**src/rtl/gda_pkg.sv**
```systemverilog
package gda_pkg;

  localparam int unsigned YEAR_W = 15;

  localparam logic [YEAR_W-1:0] YEAR_FIRST = 15'd1600;
  localparam logic [YEAR_W-1:0] YEAR_LAST  = 15'd9999;
  localparam logic [YEAR_W-1:0] MOD_DIV    = 15'd400;
  localparam logic [YEAR_W-1:0] CENT_1     = 15'd100;
  localparam logic [YEAR_W-1:0] CENT_2     = 15'd200;
  localparam logic [YEAR_W-1:0] CENT_3     = 15'd300;

  // restoring reduction of the year mod 400: divisor shifted by 5 down to 0
  localparam int unsigned MOD_STEPS = 6;

  localparam logic [3:0] MON_JAN = 4'd1;
  localparam logic [3:0] MON_FEB = 4'd2;
  localparam logic [3:0] MON_APR = 4'd4;
  localparam logic [3:0] MON_JUN = 4'd6;
  localparam logic [3:0] MON_SEP = 4'd9;
  localparam logic [3:0] MON_NOV = 4'd11;
  localparam logic [3:0] MON_DEC = 4'd12;

  localparam logic [4:0] LEN_SHORT = 5'd28;
  localparam logic [4:0] LEN_MID   = 5'd30;
  localparam logic [4:0] LEN_LONG  = 5'd31;

  typedef enum logic [2:0] {
    ST_IDLE,
    ST_MOD,
    ST_CHECK,
    ST_WALK,
    ST_OUT
  } state_t;

  function automatic logic [4:0] month_length(input logic [3:0] m, input logic leap);
    logic [4:0] len;
    case (m)
      MON_APR, MON_JUN, MON_SEP, MON_NOV: len = LEN_MID;
      MON_FEB: len = leap ? LEN_SHORT + 5'd1 : LEN_SHORT;
      default: len = LEN_LONG;
    endcase
    return len;
  endfunction

  // r is the year mod 400
  function automatic logic is_leap(input logic [YEAR_W-1:0] r);
    return (r[1:0] == 2'b00) && (r != CENT_1) && (r != CENT_2) && (r != CENT_3);
  endfunction

endpackage

```
**src/rtl/gregorian_date_add_days_core.sv**
```systemverilog
// Sequence: accept, 6 year-mod-400 steps, check, a walk of one month per step (skipped
//   for an invalid date), output; a 4095-day add walks up to about 135 months.
// Throughput: one transfer at a time; in_tready is low from accept until the result
//   transfer completes. Long month walks on the shared add/subtract unit dominate that span.
// Reset: synchronous active-low rst_n returns the sequencer to idle, no result pending.
module gregorian_date_add_days_core
  import gda_pkg::*;
#(
  parameter int unsigned ADD_WIDTH = 12
) (
  input  logic                                  clk,
  input  logic                                  rst_n,
  input  logic                                  in_tvalid,
  output logic                                  in_tready,
  // start_day[4:0], start_month[8:5], start_year[22:9], add_days[22+ADD_WIDTH:23]
  input  logic [((23+ADD_WIDTH+7)/8)*8-1:0]     in_tdata,
  output logic                                  out_tvalid,
  input  logic                                  out_tready,
  // end_day[4:0], end_month[8:5], end_year[22:9]
  output logic [23:0]                           out_tdata,
  // date_valid[0], year_overflow[1]
  output logic [1:0]                            out_tuser
);

  localparam int unsigned DW = ((ADD_WIDTH > 5) ? ADD_WIDTH : 5) + 1;
  localparam int unsigned SW = (DW > YEAR_W) ? DW : YEAR_W;
  localparam int unsigned KW = $clog2(MOD_STEPS);

  state_t state_r, state_nxt;

  logic [DW-1:0]        d_r, d_nxt;
  logic [3:0]           m_r, m_nxt;
  logic [YEAR_W-1:0]    y_r, y_nxt;
  logic [YEAR_W-1:0]    rem_r, rem_nxt;
  logic [ADD_WIDTH-1:0] cnt_r, cnt_nxt;
  logic [KW-1:0]        k_r, k_nxt;
  logic                 valid_r, valid_nxt;
  logic                 ovf_r, ovf_nxt;

  // shared add/subtract unit
  logic [SW-1:0] u_a, u_b;
  logic          u_sub;
  logic [SW:0]   u_res;
  logic          u_carry;

  assign u_res   = {1'b0, u_a} + {1'b0, (u_sub ? ~u_b : u_b)} + {{SW{1'b0}}, u_sub};
  assign u_carry = u_res[SW];

  logic [4:0] cur_len;
  logic       leap;
  logic       in_ok;
  logic       walk_gt;

  assign leap    = is_leap(rem_r);
  assign cur_len = month_length(m_r, leap);
  assign in_ok   = (y_r >= YEAR_FIRST) && (m_r >= MON_JAN) && (m_r <= MON_DEC) &&
                   (d_r != '0) && (d_r <= DW'(cur_len));
  assign walk_gt = u_carry && (u_res[SW-1:0] != '0);

  always_comb begin
    u_sub = 1'b1;
    u_a   = SW'(d_r);
    u_b   = SW'(cur_len);
    case (state_r)
      ST_MOD: begin
        u_a = SW'(rem_r);
        u_b = SW'(MOD_DIV) << k_r;
      end
      ST_CHECK: begin
        u_sub = 1'b0;
        u_b   = SW'(cnt_r);
      end
      default: begin
      end
    endcase
  end

  always_comb begin
    state_nxt = state_r;
    case (state_r)
      ST_IDLE:  if (in_tvalid) state_nxt = ST_MOD;
      ST_MOD:   if (k_r == '0) state_nxt = ST_CHECK;
      ST_CHECK: state_nxt = in_ok ? ST_WALK : ST_OUT;
      ST_WALK:  if (!walk_gt) state_nxt = ST_OUT;
      ST_OUT:   if (out_tready) state_nxt = ST_IDLE;
      default:  state_nxt = ST_IDLE;
    endcase
  end

  always_comb begin
    d_nxt     = d_r;
    m_nxt     = m_r;
    y_nxt     = y_r;
    rem_nxt   = rem_r;
    cnt_nxt   = cnt_r;
    k_nxt     = k_r;
    valid_nxt = valid_r;
    ovf_nxt   = ovf_r;
    case (state_r)
      ST_IDLE: begin
        if (in_tvalid) begin
          d_nxt   = DW'(in_tdata[4:0]);
          m_nxt   = in_tdata[8:5];
          y_nxt   = {1'b0, in_tdata[22:9]};
          rem_nxt = {1'b0, in_tdata[22:9]};
          cnt_nxt = in_tdata[22+ADD_WIDTH:23];
          k_nxt   = KW'(MOD_STEPS - 1);
        end
      end
      ST_MOD: begin
        if (u_carry) rem_nxt = u_res[YEAR_W-1:0];
        k_nxt = k_r - KW'(1);
      end
      ST_CHECK: begin
        valid_nxt = in_ok;
        ovf_nxt   = 1'b0;
        if (in_ok) d_nxt = u_res[DW-1:0];
      end
      ST_WALK: begin
        if (walk_gt) begin
          d_nxt = u_res[DW-1:0];
          if (m_r == MON_DEC) begin
            m_nxt = MON_JAN;
            y_nxt = y_r + YEAR_W'(1);
            rem_nxt = (rem_r == MOD_DIV - YEAR_W'(1)) ? '0 : rem_r + YEAR_W'(1);
          end else begin
            m_nxt = m_r + 4'd1;
          end
        end else if (y_r > YEAR_LAST) begin
          d_nxt   = DW'(LEN_LONG);
          m_nxt   = MON_DEC;
          y_nxt   = YEAR_LAST;
          ovf_nxt = 1'b1;
        end
      end
      default: begin
      end
    endcase
  end

  always_ff @(posedge clk) begin
    if (!rst_n) begin
      state_r <= ST_IDLE;
    end else begin
      state_r <= state_nxt;
    end
  end

  always_ff @(posedge clk) begin
    d_r     <= d_nxt;
    m_r     <= m_nxt;
    y_r     <= y_nxt;
    rem_r   <= rem_nxt;
    cnt_r   <= cnt_nxt;
    k_r     <= k_nxt;
    valid_r <= valid_nxt;
    ovf_r   <= ovf_nxt;
  end

  assign in_tready  = (state_r == ST_IDLE);
  assign out_tvalid = (state_r == ST_OUT);
  assign out_tdata  = {1'b0, y_r[13:0], m_r, d_r[4:0]};
  assign out_tuser  = {ovf_r, valid_r};

  a_ovf_needs_valid: assert property (@(posedge clk) disable iff (!rst_n)
    out_tvalid && out_tuser[1] |-> out_tuser[0])
    else $error("overflow flagged on invalid date");

  a_rem_range: assert property (@(posedge clk) disable iff (!rst_n)
    state_r == ST_WALK |-> rem_r < MOD_DIV)
    else $error("year residue out of range during walk");

  a_check_after_mod: assert property (@(posedge clk) disable iff (!rst_n)
    state_r == ST_CHECK |-> $past(state_r) == ST_MOD && $past(k_r) == '0)
    else $error("check entered before year reduction finished");

  a_valid_result: assert property (@(posedge clk) disable iff (!rst_n)
    out_tvalid && out_tuser[0] |->
      (out_tdata[4:0] != 5'd0) && (out_tdata[8:5] >= MON_JAN) && (out_tdata[8:5] <= MON_DEC))
    else $error("valid result outside calendar range");

endmodule

```
**config.mk**
```make
export PLATFORM = sky130hd
export DESIGN_NAME = gregorian_date_add_days_core
export DESIGN_NICKNAME = d
export VERILOG_FILES = /design/src/rtl/gda_pkg.sv /design/src/rtl/gregorian_date_add_days_core.sv
export SDC_FILE = /design/constraint.sdc
export NUM_CORES = 1
export LEC_CHECK = 0
export BUFFER_PORTS_ARGS = -buffer_cell sky130_fd_sc_hd__buf_4
export CAP_MARGIN = 10
export CORE_MARGIN = 3
export CORE_UTILIZATION = 50
export DETAILED_ROUTE_END_ITERATION = 8
export PLACE_DENSITY = 0.67
export SLEW_MARGIN = 0
export SYNTH_ARGS = -nofsm -noshare
export SYNTH_HDL_FRONTEND = slang
export SYNTH_SLANG_ARGS = --single-unit
```
**constraint.sdc**
```tcl
create_clock -name clk -period 16.4 [get_ports clk]
set_input_delay 0.82 -clock clk [delete_from_list [all_inputs] [get_ports clk]]
set_output_delay 0.82 -clock clk [all_outputs]
set_load 0.05 [all_outputs]
```
==> summary.md <==
| Metric | Value |
|---|---|
| Outcome | finished clean |
| Port-buffer cells | 65 |
| DRC Markers | 0 |
| Ys flop type | edfxtp_1 |
| Vias in the first global route | 4582 |
| Post-route cell area | 6040 µm² |
| Std cell rows | 37 |
| Root buf cell | clkbuf_8 |
| RSZ-0062 raised after global routing | no |
| Reg2reg setup slack | 8.79 ns |
| CTS H-tree depth | 3 |
| Final ANT Viol Nets | 0 |
| Num CTS Buffers | 9 |
| R2R cell count | 15 |
| Final WS setup | 8.79 ns |
| Final Util | 0.580 |
| DR iter-0 viols | 511 |
| Final cell count without fillers | 795 |
| Slew @ Worst Pin | 1.08 ns |
| Static Leak | 2.46 nW |
| Synth cell types | 71 |
| Post-synth EDFFs | 64 |
| Initial Util | 0.519 |
| Most common cell after layout, fill and taps aside | nand2_1 |
| I/O pin total | 72 |
| Cells after Synth | 626 |
| Maximum VDD drop | 0.0000659 V |
| Crit path arrival time | 7.58 ns |
| Placer Congestion | 0.879 |
| Wire length per cell after detailed routing | 18.6 µm |
| Peak Freq | 131 MHz |
| Core area | 10400 µm² |
| Die area | 12100 µm² |
| Sw Pwr | 0.430 mW |
| Synth warn | 0 |
| Setup crit end | y_r[3] |
| Area leader, netlist | edfxtp_1 |
| Clock latency at the later pin of the worst-skew pair | 0.35 ns |
| Post-DP Area | 5820 µm² |
| PwrDens | 154 nW/µm² |
| Launch point of the critical path | state_r[0] |
| Start of the worst register-to-register path | state_r[0] |
| Final nets | 731 |
| Post-CTS Setup Inserts | 0 |
| Die W | 110 µm |
| Router iterations before antenna repair | 6 |
| Worst path max stage delay | 0.89 ns |
| Sw Ratio | 0.464 |
| Final WL | 14800 µm |
| Largest net degree at the start of global routing | 33 |
| Synthesized cell area | 5410 µm² |
| Critical Path Sink Type | flip-flop |
| Reg-to-reg endpoint | y_r[3] |
| Syn_area_per_cell | 8.64 µm² |
| Critical-path maximum fanout | 24 |
| Via density | 6.00 |
| Gate power share | 0.526 |
| DP HPWL | 11100 µm |
| Setup-failing EPs final | 0 |
| Most frequent cells in the layout | nand2_1, buf_4, edfxtp_1 |
| Tmin final | 7.61 ns |
| Syn_nets | 702 |
| Final Slew Violations | 0 |
| Pre-CTS setup slack | 9.01 ns |
| Worst EP required | 16.37 ns |
| First-pass GRT wire length | 23300 µm |
| MaxCap Viol Count | 0 |
| Dpl cells | 779 |
| Largest cells by area after synthesis | edfxtp_1, nand2_1, ha_1 |
| Critical Path, Cell by Cell | or3b_1, clkinv_1, or4b_4, o32ai_4, fa_1, nor2b_1, o31a_1, o311ai_0, o21ai_0, mux2i_1, nand4_1, a2111oi_1, a31o_2, nor3b_1, a21oi_2 |
| Hold crit path type | in2reg |
| Clk slew on worst S/H paths | 0.08 ns |
| Final Hold Vio Count | 0 |
| Die Y-Extent | 110 µm |
| Total Routing Usage GR | 0.252 |
| PostCTS Resize Cnt | 0 |
| Antenna diodes | 0 |
| Crit path launch type | flip-flop |
| GRT Residual Overflow | 0 |
| Sum Neg Setup Slack | 0 ns |
| Vias post-DR | 4768 |
| Clock power share | 0.166 |
| Fin crit share | 0.464 |
| Max transition margin | 0.269 |
| Seq/Total Area, Yosys | 0.367 |
| Initial antenna violation count | 0 |
| Number of synthesized register bits | 67 |
| CTS tree | yes |
| Clock tree buffer depth | 2 |
| Reg power frac | 0.308 |
| Layout area overhead | 11.7% |
| Asr flop ratio synth | 0 |
| Hold bufs inserted after CTS | 0 |
| Top-area cell type share of the netlist area | 0.355 |
| Skew final | 0.0114 ns |
| Share of cells above drive strength 1 | 0.158 |
| Int Pwr | 0.497 mW |
| Clock Sink Count | 67 |
| Setup Crit Path Kind | reg2reg |
| CP max stage cell | o311ai_0 |
[per-stage QoR]
stage	power [mW]	hold slack, ns
finish	0.928	0.642
CTS	0.924	0.625
floorplan	0.646	0.581
detailed placement	0.768	0.645
global placement	0.761	0.633
global route	0.991	0.620
[cell families after synthesis]
| group | Yosys count | share of synthesized area |
|---|---|---|
| simple gates | 246 | 0.213 |
| xor+xnor | 35 | 0.0567 |
| buf+inv | 80 | 0.0736 |
| flops | 67 | 0.367 |
| mux | 5 | 0.00926 |
| compound gates | 160 | 0.205 |
| fa+ha+maj | 32 | 0.0754 |
| other cells | 1 | 0.000694 |
[worst min path at each step]
stage / cells past startpoint / startpoint / slack [ns] / to
6_report: 1 / in_tdata[27] / 0.64 / cnt_r[4]
3_5_place_dp: 1 / k_r[0] / 0.65 / k_r[0]
5_1_grt: 1 / in_tdata[28] / 0.62 / cnt_r[5]
4_1_cts: 1 / in_tdata[27] / 0.63 / cnt_r[4]
2_1_floorplan: 1 / k_r[0] / 0.58 / k_r[0]
3_3_place_gp: 1 / k_r[0] / 0.63 / k_r[0]
[synthesized netlist by cell type, types with 7 or more instances]
cell,n
o21ai_0,34
edfxtp_1,64
buf_4,23
o221ai_1,8
nor2_1,43
nand3_1,17
nand2_1,110
ha_1,31
clkbuf_1,25
nor4_1,7
inv_1,27
o31ai_1,8
a31oi_1,7
a21o_1,7
a21oi_1,36
xor2_1,23
nand4_1,8
nor3_1,16
o22a_1,7
xnor2_1,12
nand2b_1,11
[state kept, by name, indices dropped and copies added (netlist names)]
register  flops
valid_r       1
d_r          13
k_r           3
ovf_r         1
y_r          15
state_r       3
rem_r        15
m_r           4
cnt_r        12
[power groups by stage]
| stage | sequential (mW) | combinational, mW | clock (mW) |
|---|---|---|---|
| after floorplan | 0.274 | 0.372 | 0 |
| after global placement | 0.287 | 0.475 | 0 |
| after detailed placement | 0.288 | 0.481 | 0 |
| after global routing | 0.292 | 0.536 | 0.164 |
| after CTS | 0.284 | 0.483 | 0.157 |
| final | 0.285 | 0.488 | 0.154 |
[critical path, delay by kind of cell (launching register included)]
| kind | cells | cell delay (ns) |
|---|---|---|
| AO/OA/AOI/OAI | 7 | 3.76 |
| AND/OR/NAND/NOR | 5 | 1.63 |
| flip-flops | 1 | 0.70 |
| buffers and inverters | 1 | 0.55 |
| adder cells (fa/ha/maj) | 1 | 0.30 |
| multiplexers | 1 | 0.27 |
[layer usage]
metal	part of all wire	up-vias	global-route usage
met5	0	-	0
met4	0.019	0	0.0864
met3	0.071	24	0.0600
met2	0.46	197	0.381
met1	0.44	2246	0.355
li1	-	2301	-
[final cells by class]
cell class                      count  area, µm²
Clock buffer                        9        124
Clock inverter                      6       90.1
Fill cell                         954       4380
Inverter                           28        105
Multi-Input combinational cell    479       3040
Sequential cell                    67       1980
Tap cell                          136        170
Timing Repair Buffer               70        526
Note: power is estimated with default switching activity, not from simulation.
